**src/hdl/r5m_pkg.sv**
```systemverilog
// ----------------------------------------------------------------------------
// RAID 5 sector map package
// Shared constants, register indices, layout codes and the configuration
// bundle used by all modules of the sector-to-disk map unit.
// ----------------------------------------------------------------------------
package r5m_pkg;

  localparam int MAX_DISKS_DEF   = 16;
  localparam int SECTOR_BITS_DEF = 48;

  localparam int SECTOR_W    = 48;
  localparam int DISK_W      = 4;
  localparam int CHUNK_W     = 14;
  localparam int LEVEL_W     = 3;
  localparam int MODE_W      = 3;
  localparam int COUNT_W     = 5;
  localparam int CFG_IDX_W   = 3;
  localparam int CFG_DATA_W  = 14;
  localparam int DISK_NW_MAX = 7;

  localparam logic [LEVEL_W-1:0] RAID_LEVEL_4 = 3'd4;
  localparam logic [LEVEL_W-1:0] RAID_LEVEL_5 = 3'd5;

  typedef enum logic [CFG_IDX_W-1:0] {
    CFG_RAID_LEVEL    = 3'd0,
    CFG_LAYOUT_MODE   = 3'd1,
    CFG_DISK_COUNT    = 3'd2,
    CFG_CHUNK_SECTORS = 3'd3
  } cfg_idx_e;

  typedef enum logic [MODE_W-1:0] {
    LAYOUT_LEFT_ASYM  = 3'd0,
    LAYOUT_RIGHT_ASYM = 3'd1,
    LAYOUT_LEFT_SYM   = 3'd2,
    LAYOUT_RIGHT_SYM  = 3'd3,
    LAYOUT_PARITY_0   = 3'd4,
    LAYOUT_PARITY_N   = 3'd5
  } layout_e;

  typedef struct packed {
    logic [LEVEL_W-1:0]     level;
    logic [MODE_W-1:0]      mode;
    logic [DISK_NW_MAX-1:0] n;
    logic [DISK_NW_MAX-1:0] nd;
    logic [CHUNK_W-1:0]     cs;
  } cfg_t;

endpackage

```
**src/hdl/r5m_div_stage.sv**
```systemverilog
// ----------------------------------------------------------------------------
// Divider stage
// One bit step of three chained divisions: sector by chunk size, chunk by
// data disk count, and the running stripe residue modulo the disk count.
// ----------------------------------------------------------------------------
module r5m_div_stage import r5m_pkg::*; #(
  parameter int LSW = SECTOR_BITS_DEF,
  parameter int NW  = 5
) (
  input  logic               clk_i,
  input  logic               rst_ni,
  input  logic               en_i,
  input  cfg_t               cfg_i,
  input  logic               valid_i,
  input  logic [LSW-1:0]     dvd_i,
  input  logic [CHUNK_W-1:0] rem1_i,
  input  logic [NW-1:0]      rem2_i,
  input  logic [LSW-1:0]     stripe_i,
  input  logic [NW-1:0]      rot_i,
  output logic               valid_o,
  output logic [LSW-1:0]     dvd_o,
  output logic [CHUNK_W-1:0] rem1_o,
  output logic [NW-1:0]      rem2_o,
  output logic [LSW-1:0]     stripe_o,
  output logic [NW-1:0]      rot_o
);

  logic [CHUNK_W:0] t1, r1;
  logic [NW:0]      t2, r2, t3, r3;
  logic             q1, q2, q3;
  logic [NW-1:0]    nd, n;

  assign nd = cfg_i.nd[NW-1:0];
  assign n  = cfg_i.n[NW-1:0];

  always_comb begin
    t1 = {rem1_i, dvd_i[LSW-1]};
    q1 = t1 >= {1'b0, cfg_i.cs};
    r1 = q1 ? (t1 - {1'b0, cfg_i.cs}) : t1;
    t2 = {rem2_i, q1};
    q2 = t2 >= {1'b0, nd};
    r2 = q2 ? (t2 - {1'b0, nd}) : t2;
    t3 = {rot_i, q2};
    q3 = t3 >= {1'b0, n};
    r3 = q3 ? (t3 - {1'b0, n}) : t3;
  end

  logic               valid_q;
  logic [LSW-1:0]     dvd_q, stripe_q;
  logic [CHUNK_W-1:0] rem1_q;
  logic [NW-1:0]      rem2_q, rot_q;

  always_ff @(posedge clk_i or negedge rst_ni) begin
    if (!rst_ni) begin
      valid_q <= 1'b0;
    end else if (en_i) begin
      valid_q <= valid_i;
    end
  end

  always_ff @(posedge clk_i) begin
    if (en_i) begin
      dvd_q    <= {dvd_i[LSW-2:0], 1'b0};
      rem1_q   <= r1[CHUNK_W-1:0];
      rem2_q   <= r2[NW-1:0];
      stripe_q <= {stripe_i[LSW-2:0], q2};
      rot_q    <= r3[NW-1:0];
    end
  end

  assign valid_o  = valid_q;
  assign dvd_o    = dvd_q;
  assign rem1_o   = rem1_q;
  assign rem2_o   = rem2_q;
  assign stripe_o = stripe_q;
  assign rot_o    = rot_q;

endmodule

```
**config.mk**
```make
export PLATFORM = sky130hd
export DESIGN_NAME = r5m_div_stage
export DESIGN_NICKNAME = d
export VERILOG_FILES = /design/src/hdl/r5m_pkg.sv /design/src/hdl/r5m_div_stage.sv
export SDC_FILE = /design/constraint.sdc
export NUM_CORES = 1
export LEC_CHECK = 0
export BUFFER_PORTS_ARGS = -buffer_cell sky130_fd_sc_hd__buf_2
export CORE_ASPECT_RATIO = 1.2
export CORE_MARGIN = 8
export CORE_UTILIZATION = 45
export CTS_CLUSTER_DIAMETER = 40
export DETAILED_ROUTE_END_ITERATION = 6
export PLACE_DENSITY_LB_ADDON = 0.25
export SYNTH_ARGS = -nofsm -noshare
export SYNTH_HDL_FRONTEND = slang
export SYNTH_SLANG_ARGS = --single-unit
```
**constraint.sdc**
```tcl
create_clock -name clk_i -period 0.8 [get_ports clk_i]
set_input_delay 0.08 -clock clk_i [delete_from_list [all_inputs] [get_ports clk_i]]
set_output_delay 0.08 -clock clk_i [all_outputs]
set_load 0.05 [all_outputs]
```
==> results.cfg <==
[yosys]
yosys_warnings = 0
yosysSeqAreaShare_pct = 69.7
synthDominantAreaCellType = edfxtp_1
syn_inst = 340
synthesis.nets = 525
ys_seq_elements = 120
synth_most_common_cell = edfxtp_1
synth_ff_type = edfxtp_1
synthTopCellsByCount = edfxtp_1, inv_1, ha_1
syn-cell-area_um2 = 5160
synth_top_cell_area_share_pct = 69.2
asyncSetResetFlopFracSynth_pct = 0.833
synth_edf_count = 119
synth_area_per_cell_um2 = 15.2
yosysUniqueCellTypes = 45
post_synth_main_area_contributors = edfxtp_1, ha_1, inv_1

[placement]
io_buffers = 266
dp.final_hpwl_mm = 12.3
gpl.final_weighted_congestion = 0.911

[worst_setup_path]
required_ns = 0.95
worstPathArrival_ns = 3.55
worstReg2RegEnd = valid_o$_DFFE_PN0P_
worstRegToRegCells = 1
path_delay_family = compound AO/OA/AOI/OAI gates
critPathSlowestCell = fa_2
critical_path.cell_chain = buf_8, inv_4, ha_4, nor2b_4, o21ba_4, o21ai_4, a31oi_4, a211oi_4, buf_6, ha_4, fa_2, nor2b_1, o21ai_1, nand2b_1, a21oi_4, ha_2, inv_2, fa_2, a21o_1, a21oi_2, nor2_1, nor2_2, mux2_4
regToRegSetupSlack_ns = 0.02
critical_path.reg2reg.startpoint = valid_o$_DFFE_PN0P_
worstPathBufferInverterCount = 4
timing.critical_path.slowest_cell_delay_ns = 0.33
critPathCaptureType = flip-flop
worst_setup_path_start_kind = primary input
critical_path.max_fanout = 2
worstSetupPathType = in2reg

[cells_and_area]
layout.core_utilization_pct = 86.8
fillers = 512
post_layout_net_count = 971
layout-area-overhead-vs-synth_pct = 91.6
fraction_of_final_layout_cells_sized_beyond_drive_strength_1_pct = 53.4

[timing]
count_of_endpoints_failing_hold_in_the_final_timing_report = 1
final_cycle_utilization_of_the_critical_path_pct = 425
fin_crit_ns = 3.40
clock-skew-final_ns = 0
holdWs_ns = -0.00807
final-setup-viol-count = 145
timing.fmax_mhz = 294
grt_setup_unrepaired = yes
final.setup.worst_slack_ns = -2.60
final_max_slew_viol_count = 0

[floorplan]
core_area_um2 = 11400
core.rowCount = 43
start_util_pct = 45.3
pin_count = 279
die_h_um = 133
die_area_um2 = 15200
die_w_um = 114

[routing]
routed_via_density = 5.05
initialDrtViolationCount = 370
post-route-drc-count = 0
wire_per_inst_um = 23.2
final_routed_wirelength_across_all_metal_layers_mm = 22.2
drtPass1Iterations = 5
route.antenna.remaining_nets = 0
vias = 4831

[global_routing]
grt_first_pass_wirelength_mm = 32.4
grt_max_degree = 58
grt_usage_pct = 28.9
number_of_antenna_violations_at_the_first_check_in_global_routing = 2
total_overflow_reported_by_the_global_router = 0
grt_pass1_vias = 5289

[outcome]
run_status = complete, but fails checks
failed_checks = negative hold slack, negative setup slack

[power]
p_sw_w = 0.00705
power.ir.vdd_worst_uv = 1600
powerDensity_nw_per_um2 = 2220
internal_power_summed_over_all_cells_w = 0.0150
clkPwrFrac_pct = 34.2
switching_share_pct = 32.0
combinational_share_of_power_pct = 29.4
power.sequential.fraction_pct = 36.3
static-leakage-power_nw = 4.34

[clock_tree]
postCtsHoldBufs = 99
clock_tree.root_cell = clkbuf_16
cts_buffers = 17
clock_path_buffers = 2
clock_tree_from_tritoncts = built
clock_pin_slew_worst_setup_and_hold_paths_ns = 0.06
tritoncts_num_sinks = 120
worstSkewPairLatency_ns = 0.40
cts.htree.levels = 4

[worst_hold_path]
worst_hold_path_type = in2reg
holdPathStages = 2
min_to = rem1_o[7]$_DFFE_PP_
hp-start = rem1_i[6]

[job]
cap_viol_max_count = 0
-- cells in the final DEF, fill, tap and decap left out, types with 14 or more instances in the layout --
master and instances:
a21oi_1 14, buf_2 140, buf_4 64, buf_6 126
clkbuf_16 17, dlygate4sd3_1 99, edfxtp_1 119, inv_1 26
nand2_1 18
-- registers in the layout, summed over array words and instances (netlist names) --
signal / cells
rot_o: 5
rem2_o: 5
dvd_o: 47
stripe_o: 48
rem1_o: 14
valid_o: 1
-- routing by layer --
layer | up-vias | wire, um | global-route usage (%)
met5 | - | 13 | 0
met4 | 2 | 875 | 13.3
met3 | 54 | 1950 | 8.87
met2 | 314 | 11600 | 51.5
met1 | 2299 | 7760 | 30.4
li1 | 2162 | - | -
-- cell type report --
class,count,area (um^2),area share [%]
Timing Repair Buffer,434,3690,37.3
Sequential cell,120,3600,36.4
Multi-Input combinational cell,181,1690,17.1
Clock buffer,17,425,4.30
Tap cell,157,196,1.98
Clock inverter,14,150,1.52
Inverter,32,135,1.37
Antenna cell,2,5.00,0.0506
-- kinds of logic (layout without fill, tap and decap cells) --
family,after synthesis,after routing,synth area share [%]
AND/OR/NAND/NOR,62,62,5.91
buffers and inverters,39,497,3.34
multiplexers,18,18,4.17
other,1,3,0.0726
flip-flops,120,120,69.7
AO/OA/AOI/OAI,62,62,7.99
XOR/XNOR,11,11,1.87
adder cells (fa/ha/maj),27,27,6.98
-- stage by stage --
stage	setup TNS [ns]	setup slack [ns]	instance area [um^2]	instances	power, W
6_report	-65.44	-2.60	9900	957	0.0220
5_1_grt	-70.65	-2.73	9890	956	0.0226
4_1_cts	-65.36	-2.48	9740	954	0.0216
3_5_place_dp	-54.53	-3.09	7230	812	0.0128
3_3_place_gp	-52.45	-3.01	7230	812	0.0127
2_1_floorplan	-43.42	-3.30	5330	340	0.0112
-- power groups by stage --
stage               Clock, W  Sequential, W  Combinational (W)
floorplan                  0        0.00999            0.00118
global placement           0        0.00786            0.00482
detailed placement         0        0.00788            0.00488
CTS                  0.00750        0.00791            0.00616
global route         0.00786        0.00804            0.00673
finish               0.00753        0.00800            0.00648
-- worst max path at each step --
stage / slack [ns] / cells past startpoint / to / startpoint
2_1_floorplan: -3.30 / 22 / rot_o[1]$_DFFE_PP_ / cfg_i[3]
3_3_place_gp: -3.01 / 22 / rot_o[1]$_DFFE_PP_ / cfg_i[3]
3_5_place_dp: -3.09 / 22 / rot_o[1]$_DFFE_PP_ / cfg_i[3]
4_1_cts: -2.48 / 23 / rot_o[1]$_DFFE_PP_ / cfg_i[1]
5_1_grt: -2.73 / 23 / rot_o[1]$_DFFE_PP_ / cfg_i[2]
6_report: -2.60 / 23 / rot_o[1]$_DFFE_PP_ / cfg_i[1]
-- what timing repair did --
action | CTS | global route
buffers inserted | 11 | 4
setup endpoints to repair | 145 | 145
resized for setup | 255 | 31
gates cloned | 1 | 0
hold endpoints to repair | 104 | 1
pin swaps | 7 | 6
(Power assumes the default switching activity.)
