==> src/hdl/r5m_pkg.sv <==
// ----------------------------------------------------------------------------
// RAID 5 sector map package
// Shared constants, register indices, layout codes and the configuration
// bundle used by all modules of the sector-to-disk map unit.
// ----------------------------------------------------------------------------
package r5m_pkg;

  localparam int MAX_DISKS_DEF   = 16;
  localparam int SECTOR_BITS_DEF = 48;

  localparam int SECTOR_W    = 48;
  localparam int DISK_W      = 4;
  localparam int CHUNK_W     = 14;
  localparam int LEVEL_W     = 3;
  localparam int MODE_W      = 3;
  localparam int COUNT_W     = 5;
  localparam int CFG_IDX_W   = 3;
  localparam int CFG_DATA_W  = 14;
  localparam int DISK_NW_MAX = 7;

  localparam logic [LEVEL_W-1:0] RAID_LEVEL_4 = 3'd4;
  localparam logic [LEVEL_W-1:0] RAID_LEVEL_5 = 3'd5;

  typedef enum logic [CFG_IDX_W-1:0] {
    CFG_RAID_LEVEL    = 3'd0,
    CFG_LAYOUT_MODE   = 3'd1,
    CFG_DISK_COUNT    = 3'd2,
    CFG_CHUNK_SECTORS = 3'd3
  } cfg_idx_e;

  typedef enum logic [MODE_W-1:0] {
    LAYOUT_LEFT_ASYM  = 3'd0,
    LAYOUT_RIGHT_ASYM = 3'd1,
    LAYOUT_LEFT_SYM   = 3'd2,
    LAYOUT_RIGHT_SYM  = 3'd3,
    LAYOUT_PARITY_0   = 3'd4,
    LAYOUT_PARITY_N   = 3'd5
  } layout_e;

  typedef struct packed {
    logic [LEVEL_W-1:0]     level;
    logic [MODE_W-1:0]      mode;
    logic [DISK_NW_MAX-1:0] n;
    logic [DISK_NW_MAX-1:0] nd;
    logic [CHUNK_W-1:0]     cs;
  } cfg_t;

endpackage

==> src/hdl/r5m_cfg.sv <==
// ----------------------------------------------------------------------------
// Configuration registers
// Holds the four array registers and derives the effective disk count,
// data disk count and chunk size used by the datapath.
// ----------------------------------------------------------------------------
module r5m_cfg import r5m_pkg::*; #(
  parameter int MAX_DISKS = MAX_DISKS_DEF
) (
  input  logic                  clk_i,
  input  logic                  rst_ni,
  input  logic                  cfg_valid_i,
  output logic                  cfg_ready_o,
  input  logic [CFG_IDX_W-1:0]  cfg_index_i,
  input  logic [CFG_DATA_W-1:0] cfg_data_i,
  output cfg_t                  cfg_o
);

  logic [LEVEL_W-1:0] level_q;
  logic [MODE_W-1:0]  mode_q;
  logic [COUNT_W-1:0] count_q;
  logic [CHUNK_W-1:0] chunk_q;

  assign cfg_ready_o = 1'b1;

  always_ff @(posedge clk_i or negedge rst_ni) begin
    if (!rst_ni) begin
      level_q <= RAID_LEVEL_5;
      mode_q  <= LAYOUT_LEFT_SYM;
      count_q <= COUNT_W'(4);
      chunk_q <= CHUNK_W'(128);
    end else if (cfg_valid_i) begin
      unique case (cfg_idx_e'(cfg_index_i))
        CFG_RAID_LEVEL:    level_q <= cfg_data_i[LEVEL_W-1:0];
        CFG_LAYOUT_MODE:   mode_q  <= cfg_data_i[MODE_W-1:0];
        CFG_DISK_COUNT:    count_q <= cfg_data_i[COUNT_W-1:0];
        CFG_CHUNK_SECTORS: chunk_q <= cfg_data_i[CHUNK_W-1:0];
        default: ;
      endcase
    end
  end

  logic [DISK_NW_MAX-1:0] n_eff;

  always_comb begin
    if (count_q < COUNT_W'(3)) begin
      n_eff = DISK_NW_MAX'(3);
    end else if (32'(count_q) > 32'(MAX_DISKS)) begin
      n_eff = DISK_NW_MAX'(MAX_DISKS);
    end else begin
      n_eff = DISK_NW_MAX'(count_q);
    end
  end

  always_comb begin
    cfg_o.level = level_q;
    cfg_o.mode  = mode_q;
    cfg_o.n     = n_eff;
    cfg_o.nd    = n_eff - DISK_NW_MAX'(1);
    cfg_o.cs    = (chunk_q == '0) ? CHUNK_W'(1) : chunk_q;
  end

endmodule

==> config.mk <==
export PLATFORM = sky130hd
export DESIGN_NAME = r5m_cfg
export DESIGN_NICKNAME = d
export VERILOG_FILES = /design/src/hdl/r5m_pkg.sv /design/src/hdl/r5m_cfg.sv
export SDC_FILE = /design/constraint.sdc
export NUM_CORES = 1
export LEC_CHECK = 0
export ABC_CLOCK_PERIOD_IN_PS = 2000
export BUFFER_PORTS_ARGS = -buffer_cell sky130_fd_sc_hd__buf_2
export CAP_MARGIN = 5
export CORE_MARGIN = 1.5
export CORE_UTILIZATION = 46
export CTS_CLUSTER_SIZE = 28
export DETAILED_ROUTE_END_ITERATION = 8
export GPL_ROUTABILITY_DRIVEN = 0
export PLACE_DENSITY = 0.78
export SETUP_SLACK_MARGIN = 0.15
export SLEW_MARGIN = 10
export SYNTH_ARGS = -nofsm -noshare
export SYNTH_HDL_FRONTEND = slang
export SYNTH_SLANG_ARGS = --single-unit
==> constraint.sdc <==
create_clock -name clk_i -period 2 [get_ports clk_i]
set_clock_uncertainty 0.1 [all_clocks]
set_input_delay 0.1 -clock clk_i [delete_from_list [all_inputs] [get_ports clk_i]]
set_output_delay 0.1 -clock clk_i [all_outputs]
set_load 0.05 [all_outputs]
==> impl_metrics.toml <==
[power_and_ir_drop]
p_switching_uw = 1050
p_sw_share_pct = 48.6
p_seq_share_pct = 33.4
vdd_drop_max_mv = 0.845
p_int_uw = 1110
pwr-share-clk_pct = 10.2
p_per_area_nw_per_um2 = 1220
comb_power_share_pct = 56.4
power.leakage_uw = 0.000882

[final_layout]
area_delta_synth_final_pct = 40.2
fillers = 183
design_area_sq_um = 1760
antenna_cells = 0
fin_nets = 176
drive_above_1_share_pct = 66.2

[clock_tree]
clock_sinks = 25
cts_tree = "yes"
cts-buffers-inserted = 3
clockBufferDepth = 2
root_buffer = "clkbuf_4"
htreeDepth = 1
clkTransAtPathRegs_ns = 0.13
insertion_delay_ns = 0.31

[timing]
max_freq_mhz = 498
hold_viol_final = 0
worst_slack_ns = -0.00700
whs_ns = 0.114
rsz0062_at_grt = "yes"
fin_tns_setup_ns = -0.00700
report.final.slew_viol_count = 0
setup_viol = 1
tightestPinTransition_ns = 0.546
timing.final.crit_share_pct = 100
layout_min_cycle_time_ns = 2.01
relSlewSlack_pct = 63.6

[logic_synthesis]
async_flop_share_pct = 100
yosysTopAreaCellShare_pct = 39.8
synth_edf_count = 0
yosysTopAreaCell = "dfrtp_1"
yosysUniqueCellTypes = 26
synth_compound_gate_area_share_pct = 3.98
syn-mean-instance-area_sq_um = 13.2
synthAdderAreaFrac_pct = 0.995
synth-simple-area-share_pct = 10.0
ys_ff_latch = 25
syn_inst = 95
netlist_area_sq_um = 1260
yosys_most_used_dff = "dfrtp_1"
synth_warnings = 0
synth_seq_area_share_pct = 50.2
synth.area.top_cells = "dfrtp_1 (40%), mux2_2 (13%), mux2_4 (12%)"
synth_top_family_by_area = "multiplexers"
muxShareOfSynthArea_pct = 25.4
synth_xor_area_share_pct = 0.697

[detailed_routing]
wl_per_cell_microns = 14.1
avgViaCountPerCell = 4.97
ant_nets = 0
first_pass_iters = 2
vias = 915
drt-total-wl_microns = 2590
drt_drc_violations_left = 0
drt_first_iter_violations = 4

[placed_design]
place_area_sq_um = 1540
place_ws_ns = 0.0387
place.detailed.hpwl_microns = 1800
numPortBuffers = 50

[die]
die_area_sq_um = 3060
core-area_sq_um = 2520
start_util_pct = 49.9
die_height_microns = 55.3
rows = 18
die_x_microns = 55.3
ios = 55

[run_status]
violations = "setup timing"
outcome = "complete, but fails checks"

[global_route]
grt_pass1_vias = 915
grt_use_total_pct = 17.8
antenna_found_initial = 0
grt-ovfl-total = 0
grt_pass1_wl_microns = 4230
grt_max_degree = 26

[worst_setup_path]
worstPathCellList = "nor2_4 -> o21ai_4 -> ha_4 -> nor4b_4 -> o21bai_4 -> buf_6"
crit_slowest_cell = "dfstp_2"
criticalPathCategory = "register to output port"
worstPathRequired_ns = 1.80
arrival_ns = 1.81
end_kind = "output port"
crit_fanout = 3
slowest_delay_ns = 0.57
cp-start-kind = "register"

[worst_hold_path]
min_path_type = "input pin to register"

[flow_run]
max_cap_violations = 0
==> kinds of logic after synthesis <==
group           Yosys count
fa+ha+maj                 1
other cells               2
buf+inv                  21
compound gates            7
simple gates             13
flops                    25
xor+xnor                  1
mux                      25
==> per-stage QoR <==
| step | util, % | cells | power (uW) |
|---|---|---|---|
| after floorplan | - | 97 | 1650 |
| after global routing | 69.9 | 184 | 2260 |
| after global placement | 61.1 | 161 | 1840 |
| final | 69.9 | 184 | 2160 |
| after CTS | 69.5 | 183 | 2160 |
| after detailed placement | 61.1 | 161 | 1860 |
==> flip-flops by register name (all words and copies together) (netlist names) <==
signal / flops
chunk_q: 14
level_q: 3
mode_q: 3
count_q: 5
==> cell type report <==
| type | count | area (sq um) | area share (%) |
|---|---|---|---|
| multi-input combinational | 51 | 596 | 33.8 |
| clock buffer | 4 | 26.3 | 1.49 |
| tap | 30 | 37.5 | 2.13 |
| timing repair buffer | 72 | 464 | 26.3 |
| sequential | 25 | 632 | 35.8 |
| inverter | 2 | 7.51 | 0.426 |
==> final timing paths <==
check | start | end | slack (ns) | depth (start not counted)
worst max-delay path | count_q[2]$_DFFE_PN1P_ | cfg_o[18] | -0.007 | 6
worst min-delay path | cfg_index_i[2] | level_q[0]$_DFFE_PN1P_ | 0.11 | 3
worst max register to register | count_q[3]$_DFFE_PN0P_ | count_q[3]$_DFFE_PN0P_ | 0.96 | 2
worst min register to register | mode_q[2]$_DFFE_PN0P_ | mode_q[2]$_DFFE_PN0P_ | 0.42 | 1
max in group asynchronous | rst_ni | level_q[2]$_DFFE_PN1P_ | 1.21 | 2
min in group asynchronous | rst_ni | chunk_q[9]$_DFFE_PN0P_ | 0.22 | 2
==> critical path: cells and delay by family, from the launching register on <==
kind	cells	cell delay, ns
fa+ha+maj	1	0.16
simple gates	2	0.27
flops	1	0.57
compound gates	2	0.33
buf+inv	1	0.17
==> power by group through the flow <==
stage / clock network (uW) / registers, uW / logic (uW)
floorplan: 0 / 821 / 829
global placement: 0 / 717 / 1120
detailed placement: 0 / 728 / 1140
CTS: 228 / 722 / 1210
global route: 242 / 740 / 1270
finish: 220 / 722 / 1220
==> synth_stat cells (2+ instances only) <==
master / count
dfrtp_1: 20
mux2_2: 15
clkbuf_1: 14
mux2_4: 10
dfstp_2: 5
buf_4: 4
conb_1: 2
inv_1: 2
nor2_1: 2
nor2b_1: 2
nor4_1: 2
o21a_1: 2
o21ai_0: 2
==> layout by cell type, fill, tap and decap left out <==
| cell type | netlist | routed |
|---|---|---|
| buf_4 | 4 | 8 |
| o21ai_2 | 0 | 1 |
| clkbuf_1 | 14 | 1 |
| xor2_1 | 1 | 1 |
| nor4_1 | 2 | 2 |
| conb_1 | 2 | 4 |
| ha_4 | 0 | 1 |
| mux2_2 | 15 | 15 |
| nand2_1 | 1 | 1 |
| nor2_4 | 0 | 1 |
| buf_6 | 1 | 1 |
| a41o_1 | 1 | 1 |
| and4bb_2 | 1 | 1 |
| inv_2 | 0 | 1 |
| o21bai_4 | 0 | 1 |
| o31ai_1 | 1 | 1 |
| nand4b_4 | 1 | 1 |
| o21ai_4 | 0 | 1 |
| nor3_1 | 1 | 1 |
| nor2b_2 | 0 | 1 |
| clkbuf_4 | 0 | 4 |
| o21a_1 | 2 | 2 |
| mux2_4 | 10 | 10 |
| buf_2 | 0 | 47 |
| dfstp_2 | 5 | 5 |
| dlygate4sd3_1 | 0 | 15 |
| inv_1 | 2 | 1 |
| dfrtp_1 | 20 | 20 |
| nor4b_4 | 1 | 2 |
| nor2_1 | 2 | 1 |
| nor2b_1 | 2 | 1 |
| and4bb_4 | 1 | 1 |
==> repair_timing <==
action / in CTS / in global routing
gates resized for setup: 6 / 1
hold buffers: 15 / 0
pin swaps: 4 / 1
setup buffers: 3 / 1
hold endpoints to repair: 45 / 0
endpoints found under the setup margin: 4 / 4
==> layer usage <==
metal	part of all wire, %	track usage [%]	vias up
li1	-	-	432
met1	40	19.5	446
met2	53	32.5	31
met3	4.6	3.51	6
met4	2.2	8.36	0
met5	0	0	-
Note: power is estimated with default switching activity, not from simulation.
