`src/hdl/r5m_pkg.sv`:
```
// ----------------------------------------------------------------------------
// RAID 5 sector map package
// Shared constants, register indices, layout codes and the configuration
// bundle used by all modules of the sector-to-disk map unit.
// ----------------------------------------------------------------------------
package r5m_pkg;

  localparam int MAX_DISKS_DEF   = 16;
  localparam int SECTOR_BITS_DEF = 48;

  localparam int SECTOR_W    = 48;
  localparam int DISK_W      = 4;
  localparam int CHUNK_W     = 14;
  localparam int LEVEL_W     = 3;
  localparam int MODE_W      = 3;
  localparam int COUNT_W     = 5;
  localparam int CFG_IDX_W   = 3;
  localparam int CFG_DATA_W  = 14;
  localparam int DISK_NW_MAX = 7;

  localparam logic [LEVEL_W-1:0] RAID_LEVEL_4 = 3'd4;
  localparam logic [LEVEL_W-1:0] RAID_LEVEL_5 = 3'd5;

  typedef enum logic [CFG_IDX_W-1:0] {
    CFG_RAID_LEVEL    = 3'd0,
    CFG_LAYOUT_MODE   = 3'd1,
    CFG_DISK_COUNT    = 3'd2,
    CFG_CHUNK_SECTORS = 3'd3
  } cfg_idx_e;

  typedef enum logic [MODE_W-1:0] {
    LAYOUT_LEFT_ASYM  = 3'd0,
    LAYOUT_RIGHT_ASYM = 3'd1,
    LAYOUT_LEFT_SYM   = 3'd2,
    LAYOUT_RIGHT_SYM  = 3'd3,
    LAYOUT_PARITY_0   = 3'd4,
    LAYOUT_PARITY_N   = 3'd5
  } layout_e;

  typedef struct packed {
    logic [LEVEL_W-1:0]     level;
    logic [MODE_W-1:0]      mode;
    logic [DISK_NW_MAX-1:0] n;
    logic [DISK_NW_MAX-1:0] nd;
    logic [CHUNK_W-1:0]     cs;
  } cfg_t;

endpackage

```
`src/hdl/r5m_tail.sv`:
```
// ----------------------------------------------------------------------------
// Layout and sector stages
// Places the parity and data disks for the configured level and layout,
// and forms the member disk sector as stripe times chunk size plus offset
// with a split multiply over two register stages.
// ----------------------------------------------------------------------------
module r5m_tail import r5m_pkg::*; #(
  parameter int LSW = SECTOR_BITS_DEF,
  parameter int NW  = 5
) (
  input  logic               clk_i,
  input  logic               rst_ni,
  input  logic               en_i,
  input  cfg_t               cfg_i,
  input  logic               valid_i,
  input  logic [LSW-1:0]     stripe_i,
  input  logic [CHUNK_W-1:0] offs_i,
  input  logic [NW-1:0]      dd_i,
  input  logic [NW-1:0]      rot_i,
  output logic               valid_o,
  output logic [DISK_W-1:0]  data_disk_o,
  output logic [DISK_W-1:0]  parity_disk_o,
  output logic [LSW-1:0]     disk_sector_o,
  output logic               layout_error_o
);

  localparam int HW = (LSW + 1) / 2;
  localparam int UW = LSW - HW;

  logic [NW:0] n, nd, rot, dd0, pd, dd, s;
  logic        err;

  always_comb begin
    n   = {1'b0, cfg_i.n[NW-1:0]};
    nd  = {1'b0, cfg_i.nd[NW-1:0]};
    rot = {1'b0, rot_i};
    dd0 = {1'b0, dd_i};
    pd  = '0;
    dd  = dd0;
    s   = '0;
    err = 1'b0;
    if (cfg_i.level == RAID_LEVEL_4) begin
      pd = nd;
    end else if (cfg_i.level == RAID_LEVEL_5) begin
      unique case (cfg_i.mode)
        LAYOUT_LEFT_ASYM: begin
          pd = nd - rot;
          dd = (dd0 >= pd) ? dd0 + 1'b1 : dd0;
        end
        LAYOUT_RIGHT_ASYM: begin
          pd = rot;
          dd = (dd0 >= pd) ? dd0 + 1'b1 : dd0;
        end
        LAYOUT_LEFT_SYM: begin
          pd = nd - rot;
          s  = pd + dd0 + 1'b1;
          dd = (s >= n) ? s - n : s;
        end
        LAYOUT_RIGHT_SYM: begin
          pd = rot;
          s  = pd + dd0 + 1'b1;
          dd = (s >= n) ? s - n : s;
        end
        LAYOUT_PARITY_0: begin
          pd = '0;
          dd = dd0 + 1'b1;
        end
        LAYOUT_PARITY_N: begin
          pd = nd;
        end
        default: begin
          err = 1'b1;
        end
      endcase
    end else begin
      err = 1'b1;
    end
  end

  logic                    va_q, vb_q;
  logic [DISK_W-1:0]       dda_q, pda_q, ddb_q, pdb_q;
  logic                    erra_q, errb_q;
  logic [HW+CHUNK_W-1:0]   plo_q;
  logic [UW+CHUNK_W-1:0]   phi_q;
  logic [CHUNK_W-1:0]      offs_q;
  logic [LSW-1:0]          sec_q;
  logic [LSW+CHUNK_W-1:0]  sum;

  always_ff @(posedge clk_i or negedge rst_ni) begin
    if (!rst_ni) begin
      va_q <= 1'b0;
      vb_q <= 1'b0;
    end else if (en_i) begin
      va_q <= valid_i;
      vb_q <= va_q;
    end
  end

  assign sum = {phi_q, {HW{1'b0}}} + (LSW + CHUNK_W)'(plo_q)
             + (LSW + CHUNK_W)'(offs_q);

  always_ff @(posedge clk_i) begin
    if (en_i) begin
      dda_q  <= dd[DISK_W-1:0];
      pda_q  <= pd[DISK_W-1:0];
      erra_q <= err;
      plo_q  <= stripe_i[HW-1:0] * cfg_i.cs;
      phi_q  <= stripe_i[LSW-1:HW] * cfg_i.cs;
      offs_q <= offs_i;
      ddb_q  <= dda_q;
      pdb_q  <= pda_q;
      errb_q <= erra_q;
      sec_q  <= sum[LSW-1:0];
    end
  end

  assign valid_o        = vb_q;
  assign data_disk_o    = ddb_q;
  assign parity_disk_o  = pdb_q;
  assign disk_sector_o  = sec_q;
  assign layout_error_o = errb_q;

endmodule

```
`config.mk`:
```
export PLATFORM = sky130hd
export DESIGN_NAME = r5m_tail
export DESIGN_NICKNAME = d
export VERILOG_FILES = /design/src/hdl/r5m_pkg.sv /design/src/hdl/r5m_tail.sv
export SDC_FILE = /design/constraint.sdc
export NUM_CORES = 2
export LEC_CHECK = 0
export BUFFER_PORTS_ARGS = -buffer_cell sky130_fd_sc_hd__buf_4
export CORE_MARGIN = 2
export CORE_UTILIZATION = 40
export DETAILED_ROUTE_END_ITERATION = 12
export GPL_TIMING_DRIVEN = 0
export SYNTH_ARGS = -nofsm -noshare
export SYNTH_HDL_FRONTEND = slang
export SYNTH_SLANG_ARGS = --single-unit
export TNS_END_PERCENT = 100
```
`constraint.sdc`:
```
create_clock -name clk_i -period 6.9 [get_ports clk_i]
set_input_delay 1.035 -clock clk_i [delete_from_list [all_inputs] [get_ports clk_i]]
set_output_delay 1.035 -clock clk_i [all_outputs]
set_load 0.02 [all_outputs]
```
==> metrics <==
count of hold-fix buffers inserted at cts 0; synth unique cells 70; initial antenna violation count 2; delay-heaviest family, CP adder cells; RSZ-0062 raised after global routing true; wire per inst 19.50 µm; sequential-to-total area share from yosys stat 0.1707; dpl hpwl 59.74 mm; Clock Latency Late Sink 0.43 ns; prevailing post-synth register cell edfxtp_1; clock skew 0.007430 ns; maximum achievable frequency between 100 and 150 MHz; Req. time, crit path around 7.1 ns; core box area roughly 63000 µm²; Gate Count Post-Synth 2661; H-tree levels 4; CP endpoint kind register; Final Max Tran Viols 0; setup_tns 0 ns; Most common cell on crit path fa_1; CTS root buf clkbuf_16; FF+latch count, synth 144; commonest non-fill, non-tap cell in the layout inv_1; GRT overflow 0; worst hold margin 0.3673 ns; WP data arrival 6.94 ns; fin nets 3620; GRT Total Usage 0.2244; max_cap viols 0; final setup violation count 0; Initial Utilization 0.4030; critical path type in2reg; via/cell ratio 5.029; Routed Antenna Nets 0; I/O Buffers 152; outcome finished clean; slowest CP cell clkbuf_1; Fin. Hold Viols 0; I/O Pins 168; area growth from synthesis to layout 15.17%; most frequent cells in the layout inv_1, fa_1, nand2_1; DRC Markers 0; CP Launch Type input pin; Post-synth EDFFs roughly 140; Worst Hold Class in2async; total CTS buffers 17; WP buf/inv 4; syn avg cell area between 9 and 10 µm²; die area roughly 65000 µm²; via count 18650; CTS tree yes; worst-path maximum fanout 11; first-pass GRT wire length between 100 and 150 mm; FP Rows 92; largest net degree at the start of global routing 105; Pre-Repair DR Iteration Count 5; Syn. warnings 0; share of post-route cells with drive strength above 1 0.1216; RePlAce Congestion around 0.94; vias in the first global route 19860; clock sinks 144; Reg clk slew, reported paths 0.07 ns; Die Y 255.4 µm; Async SR Flop Fraction 0.01389; minimum clock period 6.787 ns; CP cell instances buf_4 > clkbuf_1 > and2_1 > fa_1 > inv_1 > fa_1 > fa_1 > fa_1 > inv_1 > fa_1 > ha_1 > ha_1 > or2_1 > a21oi_1 > a21oi_2 > a221o_1 > a22o_1 > a211o_1 > a31o_1 > a31oi_2 > xnor2_2; DRT Wirelength 72.33 mm; worst-margin pin slew 0.8671 ns; mapped cell area around 25000 µm²; Die Width 255.4 µm; Longest Clk Path Bufs 2; drt initial violations 1215; Net Count, Synth ~3400; final worst-path cycle share 0.9836; Slew Limit Headroom 0.4219; CP peak stage delay ~0.53 ns
state kept, by name, indices dropped and copies added (netlist names):
| name | cells |
|---|---|
| disk_sector_o | 48 |
| plo_q | 38 |
| phi_q | 24 |
| offs_q | 14 |
| data_disk_o | 4 |
| dda_q | 4 |
| parity_disk_o | 4 |
| pda_q | 4 |
| erra_q | 1 |
| layout_error_o | 1 |
| va_q | 1 |
| valid_o | 1 |
stage by stage:
| step | cells | setup slack (ns) | utilization | instance area, µm² |
|---|---|---|---|---|
| final | 3709 | 0.1128 | 0.4641 | 29120 |
| after global routing | 3708 | -0.03668 | 0.4641 | 29110 |
| after CTS | 3685 | -0.01952 | 0.4543 | 28500 |
| after detailed placement | 3660 | -1.626 | 0.4387 | 27520 |
| after global placement | 3659 | -1.490 | 0.4382 | 27490 |
| after floorplan | 2661 | -0.01459 | - | 25290 |
final timing paths:
check	cells after the start	slack (ns)	endpoint	from
setup reg to reg	12	3.45	disk_sector_o[28]	offs_q[0]
hold reg to reg	0	0.42	parity_disk_o[1]	pda_q[1]
max in group asynchronous	1	6.44	valid_o	rst_ni
min in group clk_i	0	0.42	parity_disk_o[1]	pda_q[1]
hold / removal	1	0.37	va_q	rst_ni
setup / recovery	21	0.11	plo_q[37]	cfg_i[10]
cells in the mapped netlist (all sizes together), types with 5 or more instances:
cell type / instances / area [µm²]
o21a: 14 / 105.1
nand2b: 15 / 93.84
a21boi: 9 / 67.57
nor2b: 12 / 75.07
a211o: 6 / 52.55
xnor2: 101 / 884.6
nor2: 59 / 221.5
a31oi: 10 / 77.57
a22o: 5 / 43.79
clkbuf: 106 / 397.9
a211oi: 14 / 110.1
o21bai: 14 / 105.1
o211ai: 10 / 80.07
nand4: 7 / 43.79
and2: 256 / 1602
inv: 523 / 1963
o21ai: 55 / 275.3
fa: 443 / 8869
and3: 7 / 43.79
nand3: 25 / 125.1
a31o: 7 / 61.31
ha: 218 / 2728
xor2: 32 / 280.3
nor3: 10 / 50.05
a21oi: 79 / 399.1
edfxtp: 142 / 4264
nand2: 391 / 1468
a21o: 35 / 262.8
metal layers:
layer | vias to the layer above | GRT usage | share of wire
met5 | - | 0 | 0
met4 | 0 | 0.05098 | 0.023
met3 | 73 | 0.03988 | 0.068
met2 | 588 | 0.3659 | 0.46
met1 | 9369 | 0.3117 | 0.45
li1 | 8621 | - | -
cell type report:
cell class,instances,area [µm²]
Sequential cell,144,4314
Fill cell,6005,33620
Clock buffer,17,425.4
Inverter,523,1963
Buffer,92,908.4
Antenna cell,1,2.502
Timing Repair Buffer,185,1528
Multi-Input combinational cell,1886,18780
Clock inverter,15,141.4
Tap cell,846,1059
worst register-to-register path, stage by stage, from the launching register on:
cell	delay (ns)
edfxtp_1	0.35
ha_1	0.18
inv_1	0.06
fa_1	0.40
nor2b_1	0.18
o31a_1	0.21
o21ai_1	0.18
a311o_1	0.40
a21oi_1	0.55
a31oi_1	0.24
o211ai_1	0.21
a21oi_1	0.10
xnor2_1	0.13
cells by family (layout without fill, tap and decap cells):
| logic type | after synthesis | after routing | share of synthesized area |
|---|---|---|---|
| and+or+nand+nor | 799 | 799 | 0.1521 |
| adders and majority gates | 661 | 661 | 0.4587 |
| buffers and inverters | 631 | 832 | 0.09369 |
| AOI/OAI and AO/OA | 286 | 286 | 0.07577 |
| DFF | 144 | 144 | 0.1707 |
| xor gates and xnor gates | 133 | 133 | 0.04608 |
| muxes | 7 | 7 | 0.002969 |
| other | 0 | 1 | 0 |
timing repair:
action	CTS	global route
endpoints found under the setup margin	28	11
pin swaps	3	45
setup buffers	3	24
gates cloned	0	5
endpoints found under the hold margin	0	0
resized for setup	133	173
Power is left out: the tool's default activity adds up to more than one toggle a clock period on the data nets, which glitch-free logic cannot reach.
