## config.mk

```make
export PLATFORM = sky130hd
export DESIGN_NAME = r5m_outbuf
export DESIGN_NICKNAME = d
export VERILOG_FILES = /design/src/hdl/r5m_pkg.sv /design/src/hdl/r5m_outbuf.sv
export SDC_FILE = /design/constraint.sdc
export NUM_CORES = 1
export LEC_CHECK = 0
export ABC_AREA = 0
export BUFFER_PORTS_ARGS = -buffer_cell sky130_fd_sc_hd__buf_2
export CORE_UTILIZATION = 47
export DETAILED_ROUTE_END_ITERATION = 12
export PLACE_DENSITY = 0.75
export SYNTH_ARGS = -nofsm -noshare
export SYNTH_HDL_FRONTEND = slang
export SYNTH_SLANG_ARGS = --single-unit
```

## constraint.sdc

```tcl
create_clock -name clk_i -period 5.2 [get_ports clk_i]
set_input_delay 0.52 -clock clk_i [delete_from_list [all_inputs] [get_ports clk_i]]
set_output_delay 0.52 -clock clk_i [all_outputs]
set_load 0.01 [all_outputs]
```

## src/hdl/r5m_pkg.sv

```systemverilog
// ----------------------------------------------------------------------------
// RAID 5 sector map package
// Shared constants, register indices, layout codes and the configuration
// bundle used by all modules of the sector-to-disk map unit.
// ----------------------------------------------------------------------------
package r5m_pkg;

  localparam int MAX_DISKS_DEF   = 16;
  localparam int SECTOR_BITS_DEF = 48;

  localparam int SECTOR_W    = 48;
  localparam int DISK_W      = 4;
  localparam int CHUNK_W     = 14;
  localparam int LEVEL_W     = 3;
  localparam int MODE_W      = 3;
  localparam int COUNT_W     = 5;
  localparam int CFG_IDX_W   = 3;
  localparam int CFG_DATA_W  = 14;
  localparam int DISK_NW_MAX = 7;

  localparam logic [LEVEL_W-1:0] RAID_LEVEL_4 = 3'd4;
  localparam logic [LEVEL_W-1:0] RAID_LEVEL_5 = 3'd5;

  typedef enum logic [CFG_IDX_W-1:0] {
    CFG_RAID_LEVEL    = 3'd0,
    CFG_LAYOUT_MODE   = 3'd1,
    CFG_DISK_COUNT    = 3'd2,
    CFG_CHUNK_SECTORS = 3'd3
  } cfg_idx_e;

  typedef enum logic [MODE_W-1:0] {
    LAYOUT_LEFT_ASYM  = 3'd0,
    LAYOUT_RIGHT_ASYM = 3'd1,
    LAYOUT_LEFT_SYM   = 3'd2,
    LAYOUT_RIGHT_SYM  = 3'd3,
    LAYOUT_PARITY_0   = 3'd4,
    LAYOUT_PARITY_N   = 3'd5
  } layout_e;

  typedef struct packed {
    logic [LEVEL_W-1:0]     level;
    logic [MODE_W-1:0]      mode;
    logic [DISK_NW_MAX-1:0] n;
    logic [DISK_NW_MAX-1:0] nd;
    logic [CHUNK_W-1:0]     cs;
  } cfg_t;

endpackage

```

## src/hdl/r5m_outbuf.sv

```systemverilog
// ----------------------------------------------------------------------------
// Output register with skid stage
// Presents results to the consumer and catches one beat while the
// consumer stalls, so that the pipeline stops only when both are full.
// ----------------------------------------------------------------------------
module r5m_outbuf import r5m_pkg::*; #(
  parameter int PW = 57
) (
  input  logic          clk_i,
  input  logic          rst_ni,
  output logic          en_o,
  input  logic          valid_i,
  input  logic [PW-1:0] data_i,
  output logic          out_valid_o,
  input  logic          out_stall_i,
  output logic [PW-1:0] data_o
);

  logic          out_valid_q, full_q;
  logic [PW-1:0] out_q, skid_q;
  logic          take;

  assign en_o = !full_q;
  assign take = !out_valid_q || !out_stall_i;

  always_ff @(posedge clk_i or negedge rst_ni) begin
    if (!rst_ni) begin
      out_valid_q <= 1'b0;
      full_q      <= 1'b0;
    end else if (full_q) begin
      if (!out_stall_i) begin
        full_q <= 1'b0;
      end
    end else if (take) begin
      out_valid_q <= valid_i;
    end else if (valid_i) begin
      full_q <= 1'b1;
    end
  end

  always_ff @(posedge clk_i) begin
    if (full_q) begin
      if (!out_stall_i) begin
        out_q <= skid_q;
      end
    end else if (take) begin
      out_q <= data_i;
    end else begin
      skid_q <= data_i;
    end
  end

  assign out_valid_o = out_valid_q;
  assign data_o      = out_q;

`ifndef ASSERT_OFF
  a_full_has_out: assert property (@(posedge clk_i) disable iff (!rst_ni)
    full_q |-> out_valid_q) else $error("skid beat held without an output beat");
  a_skid_catch: assert property (@(posedge clk_i) disable iff (!rst_ni)
    (out_valid_q && out_stall_i && !full_q && valid_i) |=> full_q)
    else $error("beat lost while the consumer stalled");
  a_skid_drain: assert property (@(posedge clk_i) disable iff (!rst_ni)
    (full_q && !out_stall_i) |=> (out_valid_q && !full_q))
    else $error("skid beat not moved to the output");
`endif

endmodule
```

==> flow_summary.toml, run 1 <==
[sta]
tightest_slew_ns = 1.12
rsz0062_at_grt = "no"
setup_tns_ns = 0
max_freq_ghz = 0.382
max_slew_margin_pct = 25.3
period_minus_slack_ns = 2.62
finClkSkew_ns = 0.00506
min_period_over_period_pct = 50.4
setup_violations = 0
hold_viol = 0
final_max_slew_viol_count = 0

[synth]
synth_edf_count = 114
yosys.area.top_type = "edfxtp_1"
synth_fp_nets = 249
ys_top_cells_by_area = "edfxtp_1 76%, mux2_4 18%, buf_12 2.2%, dfrtp_1 1.1%, buf_6 0.50%"
async_reset_ff_share_pct = 1.72
synth_top_flop_cell = "edfxtp_1"
syn_area_sq_mm = 0.00448
syn-mean-instance-area_sq_um = 23.9
synth_top_area_share_pct = 76.3
ys_top_cells_by_count = "114 x edfxtp_1, 55 x mux2_4, 5 x buf_12"
synth_warnings = 0
synth.most_common_cell = "edfxtp_1"
ys_types = 11
synth_seq_area_share_pct = 77.5
ys_ff_latch = 116
netlist_instances = 188

[critical_path]
path_class = "reg -> reg"
worst-endpoint-required_ns = 5.35
cp_max_fo = 62
end_kind = "register"
cp.arrival_ns = 2.77
cp-start-kind = "register"

[floorplanning]
design.die.area_sq_mm = 0.00994
rows = 35
start_util_pct = 48.5
fp.dieH_um = 99.7
pin_count = 120
design.core.area_sq_mm = 0.00924
die_w_um = 99.7

[drt]
wl_per_cell_um = 15.1
drt-initial-drc-count = 85
vias = 2168
antenna_left = 0
totalWireLength_um = 6990
viasPerCell = 4.68
drc = 0
drt_first_pass_iters = 4

[min_path]
hold_path_class = "in -> reg"

[cts]
cts_resized = 0
numCtsBuffers = 17
clock_path_buffers = 2
tritoncts = "done"
clk_latency_ns = 0.50
htree_levels = 4
clock-root-buffer = "clkbuf_8"
cts_sinks = 116
postCtsSetupBuffers = 0
clkTransAtPathRegs_ns = 0.05

[pwr]
cellPowerDensity_mw_per_mm2 = 442
p_leak_uw = 0.00232
ir_drop_uv = 243

[global_routing]
grt_overflow = 0
antenna_found_initial = 0
grtUsageTotal_pct = 15.0
grt_pass1_wl_um = 10800
grt_start_max_net_pins = 63
first_global_vias = 2145

[layout]
syn2layout_area_growth_pct = 27.5
fin_area_sq_mm = 0.00572
antenna_cells = 0
layout-drive-gt1-share_pct = 62.0
final_nets = 383

[placed_design]
place_congestion = 0.735
dpl_cell_area_sq_mm = 0.00515
port_buffers = 119
dp_hpwl_um = 4350

[job]
maxCapViolations = 0

[run_status]
outcome = "completed"
[where the power goes]
group	total [uW]	switching, uW	internal [uW]
combinational	242	110	132
sequential	1190	46.6	1150
clock	1090	376	718
total	2530	533	1990
[cell type report]
cell class	instances	area, sq um
Clock buffer	19	422
Clock inverter	12	138
Fill cell	671	3520
Timing Repair Buffer	122	621
Multi-Input combinational cell	63	893
Tap cell	129	161
Sequential cell	116	3480
Inverter	2	7.51
[state kept, by name, indices dropped and copies added, names as in the netlist]
register and cells:
skid_q 57, data_o 57, out_valid_o 1, full_q 1
[routing by layer]
metal | global-route usage [%] | share of wire, %
met1 | 18.6 | 43
met2 | 23.0 | 49
met3 | 6.32 | 6.2
met4 | 7.13 | 1.6
met5 | 0 | 0
[logic make-up after synthesis]
group | after synthesis | share of synthesized area [%]
and+or+nand+nor | 2 | 0.279
muxes | 57 | 18.9
buffers and inverters | 9 | 2.90
AOI/OAI and AO/OA | 4 | 0.446
DFF | 116 | 77.5
[critical path, cell delays in order (launching register included)]
cell	delay, ns
dfrtp_4	0.85
o21ai_4	0.89
buf_4	0.50
[cell usage in the layout, fill, tap and decap left out]
master           n
buf_2          119
edfxtp_1       114
mux2_4          55
clkbuf_16       16
clkinv_2         4
clkinv_1         3
bufinv_16        3
inv_1            2
mux2_2           2
o21ai_0          2
clkbuf_1         2
buf_4            2
o21ai_4          1
and3_2           1
a21oi_1          1
nor2b_1          1
clkbuf_8         1
inv_6            1
clkinvlp_4       1
dfrtp_4          1
dlygate4sd3_1    1
dfrtp_1          1
[worst paths after layout]
path                                      startpoint              endpoint  slack, ns  depth (start not counted)
worst max-delay path                full_q$_DFF_PN0_  data_o[25]$_DFFE_PP_       2.58                          2
worst min-delay path                      data_i[40]  skid_q[40]$_DFFE_PP_       0.21                          1
worst max register to register      full_q$_DFF_PN0_  data_o[25]$_DFFE_PP_       2.58                          2
worst min register to register  skid_q[23]$_DFFE_PP_  data_o[23]$_DFFE_PP_       0.54                          1
max in group asynchronous                     rst_ni      full_q$_DFF_PN0_       4.75                          2
min in group asynchronous                     rst_ni      full_q$_DFF_PN0_       0.34                          2
[what timing repair did]
| action | 4_1_cts | 5_1_grt |
|---|---|---|
| hold endpoints to repair | 2 | 0 |
| setup endpoints to repair | 0 | 0 |
| hold buffers | 1 | 0 |
[stage by stage]
stage | setup slack [ns] | util, % | std cells | power, uW | hold slack, ns
finish | 2.58 | 61.9 | 463 | 2530 | 0.211
floorplan | 1.50 | - | 188 | 1360 | 0.224
CTS | 2.50 | 61.9 | 463 | 2560 | 0.183
detailed placement | 2.52 | 55.7 | 431 | 1460 | 0.310
global placement | 2.61 | 55.7 | 431 | 1450 | 0.306
global route | 2.38 | 61.9 | 463 | 2620 | 0.183
Note: power is estimated with default switching activity, not from simulation.
==> run 2, diff against run 1 <==
CORE_UTILIZATION = 52   (was 47)
PLACE_DENSITY = 0.79   (was 0.75)
clock period = 2.44 ns   (was 5.2 ns; I/O delays follow)
==> flow_summary.toml, run 2 (synthesis gave the netlist of run 1 again) <==
[run_status]
outcome = "completed"

[floorplanning]
design.die.area_sq_mm = 0.00900
die_w_um = 94.9
fp.dieH_um = 94.9
pin_count = 120
rows = 33
design.core.area_sq_mm = 0.00830
start_util_pct = 54.0

[drt]
totalWireLength_um = 7810
drc = 0
drt-initial-drc-count = 126
drt_first_pass_iters = 4
viasPerCell = 4.78
vias = 2384
antenna_left = 0
wl_per_cell_um = 15.6

[layout]
antenna_cells = 0
layout_common_cells = "119 x buf_2, 114 x edfxtp_1, 59 x dlygate4sd3_1"
post-route-util_pct = 75.5
instances_no_fill = 499
fillers = 472
layout-drive-gt1-share_pct = 53.0
syn2layout_area_growth_pct = 39.8
final_common_cell = "buf_2"
final_nets = 444

[critical_path]
worstPathCellList = "o21ai_4 > buf_4"
end_kind = "register"
max_stage_delay_ns = 0.65
cp.arrival_ns = 1.84
cp-start-kind = "register"
worst-endpoint-required_ns = 2.57
crit_slowest_cell = "dfrtp_4"
cp_max_fo = 40
path_class = "reg -> reg"

[min_path]
hold_path_class = "in -> async"

[job]
maxCapViolations = 0

[sta]
timing.hold.ws_ns = 0.0597
rsz0062_at_grt = "no"
max_slew_margin_pct = 65.1
setup_violations = 0
worst_slack_ns = 0.727
period_minus_slack_ns = 1.71
hold_viol = 0
setup_tns_ns = 0
tightest_slew_ns = 0.523
min_period_over_period_pct = 70.2
finClkSkew_ns = 0.00517
final_max_slew_viol_count = 0
max_freq_ghz = 0.584

[pwr]
p_leak_uw = 0.00255
ir_drop_uv = 456
cellPowerDensity_mw_per_mm2 = 837

[cts]
clkTransAtPathRegs_ns = 0.05
clk_latency_ns = 0.49
htree_levels = 4
cts_sinks = 116
cts_resized = 0
numCtsBuffers = 17
tritoncts = "done"
clock-root-buffer = "clkbuf_8"
clock_path_buffers = 2

[placed_design]
pre_cts_slack_ns = 0.718
numPlacedInstances = 410
place_congestion = 0.685
port_buffers = 119
dp_hpwl_um = 4690

[global_routing]
antenna_found_initial = 0
grt_start_max_net_pins = 41
grt_pass1_wl_um = 12000
grt_overflow = 0
grtUsageTotal_pct = 18.8
first_global_vias = 2426
==> run 2: changes by cell type in the layout (fill, tap and decap cells not counted), sizes merged <==
cell         delta
dlygate4sd3    +58
clkinvlp        +2
buf             +3
clkbuf          -2
clkinv          +2
inv             -1
bufinv          -2
==> run 2: timing repair <==
| action | 4_1_cts | 5_1_grt |
|---|---|---|
| buffers inserted | 0 | 0 |
| hold endpoints to repair | 60 | 0 |
| hold buffers | 59 | 0 |
==> run 2: critical path: cells and delay by family, from the launching register on <==
kind,cells,cell delay [ns]
buffers and inverters,1,0.46
flip-flops,1,0.65
AO/OA/AOI/OAI,1,0.21
==> run 2: worst paths after layout <==
check,from,end,slack [ns],cells past startpoint
setup / recovery,full_q$_DFF_PN0_,data_o[5]$_DFFE_PP_,0.73,2
hold reg to reg,skid_q[56]$_DFFE_PP_,data_o[56]$_DFFE_PP_,0.54,1
max in group asynchronous,rst_ni,full_q$_DFF_PN0_,2.27,2
hold / removal,rst_ni,out_valid_o$_DFFE_PN0P_,0.06,2
setup reg to reg,full_q$_DFF_PN0_,data_o[5]$_DFFE_PP_,0.73,2
min in group clk_i,out_stall_i,full_q$_DFF_PN0_,0.06,2
==> run 2: per-stage QoR <==
step	area [sq um]	power, uW
floorplan	4500	2900
global placement	5170	3090
detailed placement	5170	3120
CTS	6270	5300
global route	6270	5440
finish	6270	5250
==> run 2: final cells by class <==
cell class | instances | area [sq um] | share of cell area, %
Sequential cell | 116 | 3480 | 55.5
Timing Repair Buffer | 183 | 1250 | 19.9
Multi-Input combinational cell | 63 | 893 | 14.3
Clock buffer | 17 | 414 | 6.61
Tap cell | 105 | 131 | 2.10
Clock inverter | 13 | 95.1 | 1.52
Inverter | 2 | 7.51 | 0.120
==> run 2: metal layers <==
layer,track usage (%),part of all wire [%]
met3,6.92,4.7
met2,31.3,52
met1,21.9,42
met5,0,0
met4,8.08,1.3
==> run 2: report_power, final <==
group,total [uW],switching [uW],internal [uW]
Clock,2100,794,1310
Combinational,635,285,350
Sequential,2510,70.9,2440
Total,5250,1150,4100
